==> config.mk <==
export PLATFORM = sky130hd
export DESIGN_NAME = windowed_step_sequencer
export DESIGN_NICKNAME = d
export VERILOG_FILES = /design/src/rtl/wss_pkg.sv /design/src/rtl/windowed_step_sequencer.sv
export SDC_FILE = /design/constraint.sdc
export NUM_CORES = 1
export LEC_CHECK = 0
export ABC_CLOCK_PERIOD_IN_PS = 3800
export BUFFER_PORTS_ARGS = -buffer_cell sky130_fd_sc_hd__buf_4
export CAP_MARGIN = 10
export CORE_AREA = 2 2 174 108
export DETAILED_ROUTE_END_ITERATION = 8
export DIE_AREA = 0 0 176 110
export GPL_TIMING_DRIVEN = 0
export HOLD_SLACK_MARGIN = 0.03
export PLACE_DENSITY = 0.61
export SLEW_MARGIN = 10
export SYNTH_ARGS = -nofsm -noshare
export SYNTH_HDL_FRONTEND = slang
export SYNTH_SLANG_ARGS = --single-unit
==> constraint.sdc <==
create_clock -name clk -period 3.8 [get_ports clk]
set_input_delay 0.19 -clock clk [delete_from_list [all_inputs] [get_ports clk]]
set_output_delay 0.19 -clock clk [all_outputs]
set_load 0.02 [all_outputs]
==> src/rtl/wss_pkg.sv <==
`timescale 1ns / 1ps

package wss_pkg;

    // Default size of the step ring
    localparam int NUM_STEPS_DEF = 8;

    // Configuration port
    localparam int CFG_IDX_W  = 3;
    localparam int CFG_DATA_W = 16;

    localparam logic [CFG_IDX_W-1:0] CFG_START_KNOB  = 3'd0;
    localparam logic [CFG_IDX_W-1:0] CFG_LENGTH_KNOB = 3'd1;
    localparam logic [CFG_IDX_W-1:0] CFG_MODE_KNOB   = 3'd2;
    localparam logic [CFG_IDX_W-1:0] CFG_CONTINUOUS  = 3'd3;
    localparam logic [CFG_IDX_W-1:0] CFG_ROUTING     = 3'd4;

    // Register reset values
    localparam logic [2:0]  START_KNOB_RST  = 3'd0;
    localparam logic [2:0]  LENGTH_KNOB_RST = 3'd7;
    localparam logic [1:0]  MODE_KNOB_RST   = 2'd0;
    localparam logic        CONTINUOUS_RST  = 1'b0;
    localparam logic [15:0] ROUTING_RST     = 16'd35096;

    // Play modes
    localparam logic [1:0] MODE_FORWARD  = 2'd0;
    localparam logic [1:0] MODE_BACKWARD = 2'd1;
    localparam logic [1:0] MODE_PENDULUM = 2'd2;
    localparam logic [1:0] MODE_RANDOM   = 2'd3;

    // Trigger routing codes, two bits per step
    localparam logic [1:0] ROUTE_ONE = 2'd1;
    localparam logic [1:0] ROUTE_TWO = 2'd2;

    // Steps covered by the routing register
    localparam int ROUTE_STEPS = 8;

    // Address level of 1.0 over 256
    localparam logic [8:0] ADDR_FULL = 9'd256;

endpackage

==> src/rtl/windowed_step_sequencer.sv <==
`timescale 1ns / 1ps

// Windowed step sequencer: an N-step sequential switch driven once per tick.
// Input channel (in_valid / in_stall) carries one tick word: clock and reset
// edges, patch flags, address level, CV offsets and a random fraction.
// Output channel (out_valid / out_stall) returns one word per tick: the
// selected step, the CV sample strobe and the two trigger fire flags.
// Configuration is a plain write port (cfg_we, cfg_index, cfg_data), written
// while no tick is in flight.
// All window sums and reductions run through one shared add / conditional-subtract
// unit under a small sequencer; each modulo is a run of subtract passes.
// The time to a result is set by the path taken (hold or reset, address or
// random pick, clocked move) and by the number of subtract passes. A new tick
// is taken only once the previous result has been written out.
// in_stall is high from acceptance until the result is written out.
// A result waits in the output register while out_stall is high; the next
// tick may be accepted meanwhile but finishes only once that word is taken.
// Reset (rst_n low) clears the step to 0, the pendulum direction to forward,
// loads the register defaults and leaves the output channel empty.
module windowed_step_sequencer
    import wss_pkg::*;
#(
    parameter int NUM_STEPS = NUM_STEPS_DEF
)
(
    input  logic                  clk,
    input  logic                  rst_n,

    input  logic                  cfg_we,
    input  logic [CFG_IDX_W-1:0]  cfg_index,
    input  logic [CFG_DATA_W-1:0] cfg_data,

    input  logic                  in_valid,
    output logic                  in_stall,
    input  logic                  clock_edge,
    input  logic                  reset_edge,
    input  logic                  clock_connected,
    input  logic                  address_connected,
    input  logic [8:0]            address_level,
    input  logic [3:0]            start_cv,
    input  logic [3:0]            length_cv,
    input  logic [1:0]            mode_cv,
    input  logic [7:0]            random_fraction,

    output logic                  out_valid,
    input  logic                  out_stall,
    output logic [2:0]            current_step,
    output logic                  cv_update,
    output logic                  fire_trigger_one,
    output logic                  fire_trigger_two
);

    // Widths: step index, window length, accumulator (holds knob + cv
    // and any sum below twice the ring size)
    localparam int SW      = (NUM_STEPS > 2) ? $clog2(NUM_STEPS) : 1;
    localparam int LW      = $clog2(NUM_STEPS + 1);
    localparam int ACC_MAX = (2 * NUM_STEPS > 23) ? 2 * NUM_STEPS + 1 : 23;
    localparam int AW      = $clog2(ACC_MAX);
    localparam int PW      = 9 + LW;

    localparam logic [AW-1:0] ACC_ONE   = AW'(1);
    localparam logic [AW-1:0] ACC_STEPS = AW'(NUM_STEPS);
    localparam logic [AW-1:0] ACC_ROUTE = AW'(ROUTE_STEPS);

    typedef enum logic [3:0] {
        S_IDLE,
        S_RED,
        S_START_DONE,
        S_LEN_DONE,
        S_MUL,
        S_OFS,
        S_SET,
        S_REL_A,
        S_REL_B,
        S_REL_DONE,
        S_MOVE,
        S_MOVED,
        S_PEND,
        S_FIN
    } state_t;

    // Configuration registers
    logic [2:0]  start_knob_reg;
    logic [2:0]  length_knob_reg;
    logic [1:0]  mode_knob_reg;
    logic        continuous_reg;
    logic [15:0] routing_reg;

    always_ff @(posedge clk or negedge rst_n)
    begin
        if (!rst_n)
        begin
            start_knob_reg  <= START_KNOB_RST;
            length_knob_reg <= LENGTH_KNOB_RST;
            mode_knob_reg   <= MODE_KNOB_RST;
            continuous_reg  <= CONTINUOUS_RST;
            routing_reg     <= ROUTING_RST;
        end
        else if (cfg_we)
        begin
            case (cfg_index)
                CFG_START_KNOB:  start_knob_reg  <= cfg_data[2:0];
                CFG_LENGTH_KNOB: length_knob_reg <= cfg_data[2:0];
                CFG_MODE_KNOB:   mode_knob_reg   <= cfg_data[1:0];
                CFG_CONTINUOUS:  continuous_reg  <= cfg_data[0];
                CFG_ROUTING:     routing_reg     <= cfg_data;
                default:         ;
            endcase
        end
    end

    // Sequencer and datapath registers
    state_t          state_reg,      state_next;
    state_t          ret_reg,        ret_next;
    logic [AW-1:0]   acc_reg,        acc_next;
    logic [AW-1:0]   mod_reg,        mod_next;
    logic [SW-1:0]   start_reg,      start_next;
    logic [SW-1:0]   lm1_reg,        lm1_next;
    logic [LW-1:0]   len_reg,        len_next;
    logic [LW:0]     off_reg,        off_next;
    logic [SW-1:0]   new_step_reg,   new_step_next;
    logic [SW-1:0]   step_pos_reg,   step_pos_next;
    logic            going_back_reg, going_back_next;

    // Captured tick word
    logic            clk_e_reg,      clk_e_next;
    logic            rst_e_reg,      rst_e_next;
    logic            clk_con_reg,    clk_con_next;
    logic            addr_con_reg,   addr_con_next;
    logic [8:0]      addr_reg,       addr_next;
    logic [3:0]      lcv_reg,        lcv_next;
    logic [1:0]      mode_reg,       mode_next;
    logic [7:0]      rnd_reg,        rnd_next;

    // Output word
    logic            out_valid_reg,  out_valid_next;
    logic [2:0]      step_out_reg,   step_out_next;
    logic            cv_upd_reg,     cv_upd_next;
    logic            fire_one_reg,   fire_one_next;
    logic            fire_two_reg,   fire_two_next;

    // Shared add / subtract unit
    logic [AW-1:0]   alu_a;
    logic [AW-1:0]   alu_b;
    logic            alu_sub;
    logic [AW:0]     alu_sum;
    logic [AW-1:0]   alu_y;
    logic            alu_ge;

    logic            in_fire;
    logic            fwd;
    logic [8:0]      factor;
    logic [PW-1:0]   prod;
    logic [AW-1:0]   nstep_ext;
    logic            changed;
    logic [1:0]      route;

    assign in_fire = in_valid && (state_reg == S_IDLE);
    assign fwd     = (mode_reg == MODE_FORWARD) ||
                     ((mode_reg == MODE_PENDULUM) && !going_back_reg);

    // Operand select for the shared unit
    always_comb
    begin
        alu_a   = acc_reg;
        alu_b   = mod_reg;
        alu_sub = 1'b1;
        case (state_reg)
            S_IDLE:
            begin
                alu_a   = {{(AW-3){1'b0}}, start_knob_reg};
                alu_b   = {{(AW-4){1'b0}}, start_cv};
                alu_sub = 1'b0;
            end
            S_START_DONE:
            begin
                alu_a   = {{(AW-3){1'b0}}, length_knob_reg};
                alu_b   = {{(AW-4){1'b0}}, lcv_reg};
                alu_sub = 1'b0;
            end
            S_OFS:
            begin
                alu_a   = {{(AW-SW){1'b0}}, start_reg};
                alu_b   = {{(AW-LW-1){1'b0}}, off_reg};
                alu_sub = 1'b0;
            end
            S_REL_A:
            begin
                alu_a   = {{(AW-SW){1'b0}}, step_pos_reg};
                alu_b   = ACC_STEPS;
                alu_sub = 1'b0;
            end
            S_REL_B:
            begin
                alu_a   = acc_reg;
                alu_b   = {{(AW-SW){1'b0}}, start_reg};
                alu_sub = 1'b1;
            end
            S_REL_DONE:
            begin
                alu_a   = acc_reg;
                alu_b   = fwd ? ACC_ONE : {{(AW-SW){1'b0}}, lm1_reg};
                alu_sub = 1'b0;
            end
            S_MOVE:
            begin
                alu_a   = acc_reg;
                alu_b   = {{(AW-SW){1'b0}}, start_reg};
                alu_sub = 1'b0;
            end
            S_MOVED:
            begin
                alu_a   = {{(AW-SW){1'b0}}, start_reg};
                alu_b   = {{(AW-SW){1'b0}}, lm1_reg};
                alu_sub = 1'b0;
            end
            default:
            begin
                alu_a   = acc_reg;
                alu_b   = mod_reg;
                alu_sub = 1'b1;
            end
        endcase
    end

    assign alu_sum = {1'b0, alu_a} + {1'b0, (alu_sub ? ~alu_b : alu_b)}
                     + {{AW{1'b0}}, alu_sub};
    assign alu_y   = alu_sum[AW-1:0];
    assign alu_ge  = alu_sum[AW];

    // Offset multiply: address or random fraction times window length
    assign factor = addr_con_reg ? addr_reg : {1'b0, rnd_reg};
    assign prod   = {{LW{1'b0}}, factor} * {{9{1'b0}}, len_reg};

    // Result word fields
    assign nstep_ext = {{(AW-SW){1'b0}}, new_step_reg};
    assign changed   = (clk_con_reg && clk_e_reg) || (new_step_reg != step_pos_reg);
    assign route     = (changed && (nstep_ext < ACC_ROUTE))
                       ? routing_reg[{nstep_ext[2:0], 1'b0} +: 2] : 2'd0;

    // Next-state logic
    always_comb
    begin
        state_next      = state_reg;
        ret_next        = ret_reg;
        acc_next        = acc_reg;
        mod_next        = mod_reg;
        start_next      = start_reg;
        lm1_next        = lm1_reg;
        len_next        = len_reg;
        off_next        = off_reg;
        new_step_next   = new_step_reg;
        step_pos_next   = step_pos_reg;
        going_back_next = going_back_reg;
        clk_e_next      = clk_e_reg;
        rst_e_next      = rst_e_reg;
        clk_con_next    = clk_con_reg;
        addr_con_next   = addr_con_reg;
        addr_next       = addr_reg;
        lcv_next        = lcv_reg;
        mode_next       = mode_reg;
        rnd_next        = rnd_reg;
        out_valid_next  = out_valid_reg && out_stall;
        step_out_next   = step_out_reg;
        cv_upd_next     = cv_upd_reg;
        fire_one_next   = fire_one_reg;
        fire_two_next   = fire_two_reg;

        case (state_reg)
            S_IDLE:
            begin
                if (in_fire)
                begin
                    clk_e_next    = clock_edge;
                    rst_e_next    = reset_edge;
                    clk_con_next  = clock_connected;
                    addr_con_next = address_connected;
                    addr_next     = (address_level > ADDR_FULL) ? ADDR_FULL
                                                                : address_level;
                    lcv_next      = length_cv;
                    mode_next     = mode_knob_reg + mode_cv;
                    rnd_next      = random_fraction;
                    acc_next      = alu_y;
                    mod_next      = ACC_STEPS;
                    ret_next      = S_START_DONE;
                    state_next    = S_RED;
                end
            end
            // conditional subtract until below the modulus
            S_RED:
            begin
                if (alu_ge)
                    acc_next = alu_y;
                else
                    state_next = ret_reg;
            end
            S_START_DONE:
            begin
                start_next = acc_reg[SW-1:0];
                acc_next   = alu_y;
                mod_next   = ACC_STEPS;
                ret_next   = S_LEN_DONE;
                state_next = S_RED;
            end
            // window known: pick the path for this tick
            S_LEN_DONE:
            begin
                lm1_next = acc_reg[SW-1:0];
                len_next = acc_reg[LW-1:0] + LW'(1);
                if (mode_reg != MODE_PENDULUM)
                    going_back_next = 1'b0;
                new_step_next = step_pos_reg;
                state_next    = S_FIN;
                if (rst_e_reg)
                    new_step_next = start_reg;
                else if (addr_con_reg)
                begin
                    if (!clk_con_reg || clk_e_reg)
                        state_next = S_MUL;
                end
                else if (clk_e_reg)
                begin
                    if (mode_reg == MODE_RANDOM)
                        state_next = S_MUL;
                    else
                        state_next = S_REL_A;
                end
            end
            S_MUL:
            begin
                off_next   = prod[PW-1:8];
                state_next = S_OFS;
            end
            S_OFS:
            begin
                acc_next   = alu_y;
                mod_next   = ACC_STEPS;
                ret_next   = S_SET;
                state_next = S_RED;
            end
            S_SET:
            begin
                new_step_next = acc_reg[SW-1:0];
                state_next    = S_FIN;
            end
            // distance from start, modulo the ring
            S_REL_A:
            begin
                acc_next   = alu_y;
                state_next = S_REL_B;
            end
            S_REL_B:
            begin
                acc_next   = alu_y;
                mod_next   = ACC_STEPS;
                ret_next   = S_REL_DONE;
                state_next = S_RED;
            end
            // move one step inside the window
            S_REL_DONE:
            begin
                acc_next   = alu_y;
                mod_next   = {{(AW-LW){1'b0}}, len_reg};
                ret_next   = S_MOVE;
                state_next = S_RED;
            end
            S_MOVE:
            begin
                acc_next   = alu_y;
                mod_next   = ACC_STEPS;
                ret_next   = S_MOVED;
                state_next = S_RED;
            end
            S_MOVED:
            begin
                new_step_next = acc_reg[SW-1:0];
                if (mode_reg == MODE_PENDULUM)
                begin
                    acc_next   = alu_y;
                    mod_next   = ACC_STEPS;
                    ret_next   = S_PEND;
                    state_next = S_RED;
                end
                else
                    state_next = S_FIN;
            end
            // pendulum turn at either end of the window
            S_PEND:
            begin
                if (new_step_reg == start_reg)
                    going_back_next = 1'b0;
                else if (new_step_reg == acc_reg[SW-1:0])
                    going_back_next = 1'b1;
                state_next = S_FIN;
            end
            S_FIN:
            begin
                if (!out_valid_reg || !out_stall)
                begin
                    out_valid_next = 1'b1;
                    step_out_next  = nstep_ext[2:0];
                    cv_upd_next    = changed || continuous_reg;
                    fire_one_next  = (route == ROUTE_ONE);
                    fire_two_next  = (route == ROUTE_TWO);
                    step_pos_next  = new_step_reg;
                    state_next     = S_IDLE;
                end
            end
            default:
            begin
                state_next = S_IDLE;
            end
        endcase
    end

    // State and registered outputs
    always_ff @(posedge clk or negedge rst_n)
    begin
        if (!rst_n)
        begin
            state_reg      <= S_IDLE;
            ret_reg        <= S_IDLE;
            acc_reg        <= '0;
            mod_reg        <= '0;
            start_reg      <= '0;
            lm1_reg        <= '0;
            len_reg        <= '0;
            off_reg        <= '0;
            new_step_reg   <= '0;
            step_pos_reg   <= '0;
            going_back_reg <= 1'b0;
            clk_e_reg      <= 1'b0;
            rst_e_reg      <= 1'b0;
            clk_con_reg    <= 1'b0;
            addr_con_reg   <= 1'b0;
            addr_reg       <= '0;
            lcv_reg        <= '0;
            mode_reg       <= '0;
            rnd_reg        <= '0;
            out_valid_reg  <= 1'b0;
            step_out_reg   <= '0;
            cv_upd_reg     <= 1'b0;
            fire_one_reg   <= 1'b0;
            fire_two_reg   <= 1'b0;
        end
        else
        begin
            state_reg      <= state_next;
            ret_reg        <= ret_next;
            acc_reg        <= acc_next;
            mod_reg        <= mod_next;
            start_reg      <= start_next;
            lm1_reg        <= lm1_next;
            len_reg        <= len_next;
            off_reg        <= off_next;
            new_step_reg   <= new_step_next;
            step_pos_reg   <= step_pos_next;
            going_back_reg <= going_back_next;
            clk_e_reg      <= clk_e_next;
            rst_e_reg      <= rst_e_next;
            clk_con_reg    <= clk_con_next;
            addr_con_reg   <= addr_con_next;
            addr_reg       <= addr_next;
            lcv_reg        <= lcv_next;
            mode_reg       <= mode_next;
            rnd_reg        <= rnd_next;
            out_valid_reg  <= out_valid_next;
            step_out_reg   <= step_out_next;
            cv_upd_reg     <= cv_upd_next;
            fire_one_reg   <= fire_one_next;
            fire_two_reg   <= fire_two_next;
        end
    end

    assign in_stall         = (state_reg != S_IDLE);
    assign out_valid        = out_valid_reg;
    assign current_step     = step_out_reg;
    assign cv_update        = cv_upd_reg;
    assign fire_trigger_one = fire_one_reg;
    assign fire_trigger_two = fire_two_reg;

`ifndef ASSERT_OFF
    // stored step stays on the ring
    a_step_range: assert property (@(posedge clk) disable iff (!rst_n)
        {{(AW-SW){1'b0}}, step_pos_reg} < ACC_STEPS)
        else $error("step position left the ring");

    // reduction never runs against a zero modulus
    a_mod_nonzero: assert property (@(posedge clk) disable iff (!rst_n)
        (state_reg == S_RED) |-> (mod_reg != '0))
        else $error("reduction with zero modulus");

    // window length is in range when the offset is formed
    a_len_range: assert property (@(posedge clk) disable iff (!rst_n)
        (state_reg == S_MUL) |->
            (len_reg != '0) && ({{(AW-LW){1'b0}}, len_reg} <= ACC_STEPS))
        else $error("window length out of range");

    // a new result word only comes from the finish step
    a_out_source: assert property (@(posedge clk) disable iff (!rst_n)
        $rose(out_valid_reg) |-> $past(state_reg == S_FIN))
        else $error("output word raised outside finish");
`endif

endmodule

== Word level (Yosys, flattened, before mapping) ==
Cells that the tools add are included.
Cells by class
  multiply operators: 1
  bitwise logic cells: 1
  mux-type cells: 36
  reduce and logical (&&, ||, !) cells: 43
  shift operators: 1
  $add $sub $neg: 4
  magnitude comparators: 2
  equal/unequal tests: 32
Operators with widths (count)
  $pmux W5 S4: 3
  $mux W4: 10
  $pmux W4 S9: 1
  $pmux W5 S7: 1
  $mux W5: 6
  $pmux W4 S7: 1
  $eq A4 B4 Y1 const B: 6
  $mux W9: 2
  $eq A4 B3 Y1 const B: 4
  $shiftx A16 B5 Y2: 1
  $ne A2 B2 Y1 const B: 7
  $reduce_and A2 Y1: 7
  $mul A9 B4 Y13: 1
  $reduce_and A3 Y1: 4
  $reduce_bool A4 Y1: 3
  $gt A9 B9 Y1 const B: 1
  $eq A4 B2 Y1 const B: 2
  $reduce_or A2 Y1: 4
  $reduce_bool A7 Y1: 1
  $reduce_or A7 Y1: 1
  $add A5 B5 Y6: 1
  $add A6 B1 Y6: 1
  $eq A2 B2 Y1 const B: 3
  $eq A3 B2 Y1 const B: 2
  27 further kinds: 47
Storage, ports and cells
  input port bits: 55
  bits in registers: 96
  output and inout port bits: 8
  word-level logic and storage cells: 148

== Longest topological paths before layout ==
  depth in word-level cells: 11
  gate-level depth with buffers: 16
  depth with buffers taken out: 14

== Least setup slack after synthesis ==
No wires, ideal clock.
  path kind: flip-flop to flip-flop
  start: register addr_con_reg
  end: register off_reg[4]
  data required time: 3668 ps
  slack: 118 ps
  cell stages (with the launch flop): 16
  buffers on the path: 2
  clock period less this slack: 3682 ps
  arrival: 3549 ps
  library setup time: 132 ps
  cell sequence: dfrtp_1 clkbuf_1 clkbuf_1 mux2i_1 nand2b_1 fa_1 inv_1 fa_1 ha_1 and3_1 a41oi_1 o21ai_0 a31oi_1 o21ai_0 xnor2_1 o21ai_0
On the way
  longest elaborated chain between the ends: 2
Ends and longest elaborated chain
  start, declared: RTL line windowed_step_sequencer.sv:129  | logic addr_con_reg, addr_con_next;
  start signal, assigned: RTL line windowed_step_sequencer.sv:462  | addr_con_reg <= addr_con_next;
  $mux W9: RTL line windowed_step_sequencer.sv:232  | assign factor = addr_con_reg ? addr_reg : {1'b0, rnd_reg};
  $mul A9 B4 Y13: RTL line windowed_step_sequencer.sv:233  | assign prod = {{LW{1'b0}}, factor} * {{9{1'b0}}, len_reg};
  end signal, assigned: RTL line windowed_step_sequencer.sv:455  | off_reg <= off_next;
  end, declared: RTL line windowed_step_sequencer.sv:120  | logic [LW:0] off_reg, off_next;
Every way passes these cells.
A chain may end at the register's enable or synchronous reset.

== Worst setup path in the final report ==
  start: register state_reg[3]
  end: register acc_reg[0]
On the way
  longest elaborated chain between the ends: 9
  elaborated cells between the ends (all ways): 30
  classes of those cells: add/sub (2); eq/ne (11); mux (8); bitwise (1); reduce/logical (8)
Ends and longest elaborated chain
  start, declared: RTL line windowed_step_sequencer.sv:113  | state_t state_reg, state_next;
  start signal, assigned: RTL line windowed_step_sequencer.sv:448  | state_reg <= state_next;
  $eq A4 B4 Y1: RTL line windowed_step_sequencer.sv:168, windowed_step_sequencer.sv:269
  $reduce_or A2 Y1 (no source line)
  $pmux W5 S7: RTL line windowed_step_sequencer.sv:168  | case (state_reg)
  $not A5 Y5: RTL line windowed_step_sequencer.sv:226  | assign alu_sum = {1'b0, alu_a} + {1'b0, (alu_sub ? ~alu_b : alu_b)}
  $mux W5: RTL line windowed_step_sequencer.sv:226
  $add A5 B5 Y6: RTL line windowed_step_sequencer.sv:226
  $add A6 B1 Y6: RTL line windowed_step_sequencer.sv:227  | + {{AW{1'b0}}, alu_sub};
  $mux W5, or another cell as far along: RTL line windowed_step_sequencer.sv:377  | if (mode_reg == MODE_PENDULUM)
  $pmux W5 S4 / $reduce_and A4 Y1 (equally long branches)
  end signal, assigned: RTL line windowed_step_sequencer.sv:450  | acc_reg <= acc_next;
  end, declared: RTL line windowed_step_sequencer.sv:115  | logic [AW-1:0] acc_reg, acc_next;
Parallel ways exist; a longest one is shown, timed or not. The select of a mux whose other input is x is not followed.

==> metrics.cfg <==
[sta]
post-route-period-util_pct = 99.2
fmax_mhz = 265
finalCriticalPeriod_ns = 3.77
skew_ns = 0.00994
finalHoldViolations = 0
rsz0062_at_grt = true
max_slew.worst_pin.slew_ns = 1.07
slew_violations = 0
setup_violations = 0
max_slew_margin_pct = 28.0

[power_and_ir_drop]
max-vdd-ir-drop_mv = 0.354
p_per_area_nw_per_um2 = 1000
cellLeakagePower_nw = 3.32

[detailed_routing]
routed_wirelength_um = 17200
drt_iter0_markers = 400
drtPass1Iterations = 5
wire_per_inst_um = 18.7
via_per_inst = 5.15
num_vias = 4718
ant_nets = 0
drc = 0

[setup_path]
cp_max_fo = 10
endpoint_kind = flop
crit_type = reg2reg
worstPathArrival_ns = 4.00
worst_ep_required_time_ns = 4.03
critPathLaunchType = flop

[global_route]
grt_pass1_vias = 4429
grt.overflow.total = 0
grt_pass1_wl_um = 26300
grt_max_degree = 96
antenna_found_initial = 0
grtUsageTotal_pct = 18.2

[finish]
largest_reg_flops = 16
final_cell_area_um2 = 7390
layout-drive-gt1-share_pct = 30.9
fin_cells = 916
area_growth_pct = 24.7
n_antenna_cell = 0
layout.nets = 761
fill_cells = 1786

[floorplanning]
core.rowCount = 38
ios = 63
core_area_um2 = 17700
chipHeight_um = 110
die-area_um2 = 19400
initial_core_util_pct = 33.4
die_w_um = 176

[synthesis]
synthFlopType = dfrtp_1
syn_area_um2 = 5930
yosysWarnings = 0
async_reset_ff_share_pct = 100
synth_area_per_cell_um2 = 10.2
syn_nets = 671
netlist_instances = 581
synth-edff-count = 0
synth_seq_area_share_pct = 40.3
synth_cell_type_count = 67
ys_ff_latch = 95

[clock_network]
numCtsBuffers = 9
clkLatencyLatePin_ns = 0.35
clk_pin_slew_ns = 0.08
cts.path.max_buffers = 2
clkSinkCount = 95
ctsRootBufferMaster = clkbuf_16
h-tree-depth = 3
cts_tree = yes

[place]
io_buffers = 62
placed_cell_area_um2 = 6690
detailed_place_hpwl_um = 12900
place_inst = 883
place.gp.congestion = 0.942

[run]
cap_viol_max_count = 0

[hold_path]
hold_class = in2reg

[run_status]
status = completed

per-stage QoR:
| stage | worst slack, ns | power, mW | setup TNS, ns | utilization (%) | hold slack (ns) |
|---|---|---|---|---|---|
| 2_1_floorplan | 0.118 | 4.64 | 0 | - | -0.106 |
| 4_1_cts | 0.0109 | 6.95 | 0 | 40.2 | 0.0528 |
| 3_3_place_gp | -0.827 | 5.71 | -7.71 | 37.7 | 0.426 |
| 6_report | 0.0308 | 7.41 | 0 | 41.7 | 0.0623 |
| 5_1_grt | -0.0664 | 7.95 | -0.278 | 41.7 | 0.0558 |
| 3_5_place_dp | -0.855 | 5.75 | -7.19 | 37.7 | 0.428 |
cell families after synthesis:
group / share of synthesized area [%]
flops: 40.3
fa+ha+maj: 9.16
mux: 15.3
buf+inv: 3.80
simple gates: 15.1
xor+xnor: 3.40
compound gates: 13.0
placed cells by master (no fill, tap or decap), types with 16 or more instances in the layout:
master and instances:
nand2_1 67, xnor2_1 16, ha_1 20, inv_1 25, mux2_2 57, a21oi_1 29, dfrtp_1 85, nor2_1 27
o21ai_0 32, buf_4 78
layer usage:
layer	GRT usage [%]	part of all wire, %	vias up
met2	20.8	34	172
met4	3.01	0.66	0
met1	31.1	55	2310
met3	5.73	10	11
met5	0	0	-
li1	-	-	2225
Yosys cell counts (7+ instances only):
cell type	n	area (um^2)
xor2_1	7	61.3
xnor2_1	16	140
nor3_1	8	40.0
dfstp_2	8	210
and2_1	12	75.1
nand3_1	10	50.1
clkbuf_1	22	82.6
o21ai_0	34	170
a21o_1	10	75.1
mux2_2	58	653
a21oi_1	32	160
nor2_1	29	109
nand2_1	67	251
fa_1	14	280
ha_1	21	263
nor2b_1	14	87.6
inv_1	26	97.6
mux2i_1	12	120
dfrtp_1	87	2180
nand2b_1	13	81.3
timing repair:
item	4_1_cts	5_1_grt
gates cloned	0	1
pin swaps	4	10
resized for setup	32	34
endpoints found under the hold margin	0	87
setup buffers	3	12
hold buffers	0	1
setup endpoints to repair	14	10
report_power, final:
part / total (mW) / internal (mW) / switching (mW)
clock: 0.924 / 0.479 / 0.445
combinational: 4.70 / 2.14 / 2.56
sequential: 1.78 / 1.43 / 0.352
cell type report:
type	instances	area (um^2)	share of cell area, %
clock buffers	10	239	3.23
multi-input cells	430	3480	47.0
clock inverters	6	62.6	0.847
plain buffers	28	191	2.59
repair buffers	80	624	8.45
well taps	240	300	4.06
flip-flops and latches	95	2390	32.3
inverters	27	105	1.42
worst max-delay path, cell delays in order, from the launching register on:
cell      delay (ns)
dfrtp_1         0.35
buf_4           0.19
buf_6           0.18
buf_4           0.19
nand3_1         0.10
o22ai_2         0.29
mux2i_1         0.13
a22o_1          0.25
a221oi_2        0.30
ha_1            0.32
and4_1          0.23
a31o_4          0.27
o41ai_4         0.33
buf_4           0.20
mux2_4          0.30
final timing paths:
path / cells after the start / slack (ns) / start / to
min reg2reg: 2 / 0.49 / addr_reg[7] / addr_reg[7]
max: 14 / 0.03 / state_reg[3] / acc_reg[0]
min: 2 / 0.06 / random_fraction[2] / rnd_reg[2]
max in group asynchronous: 3 / 2.92 / rst_n / addr_con_reg
max reg2reg: 14 / 0.03 / state_reg[3] / acc_reg[0]
min in group asynchronous: 2 / 0.19 / rst_n / acc_reg[4]
(Power assumes the default switching activity.)
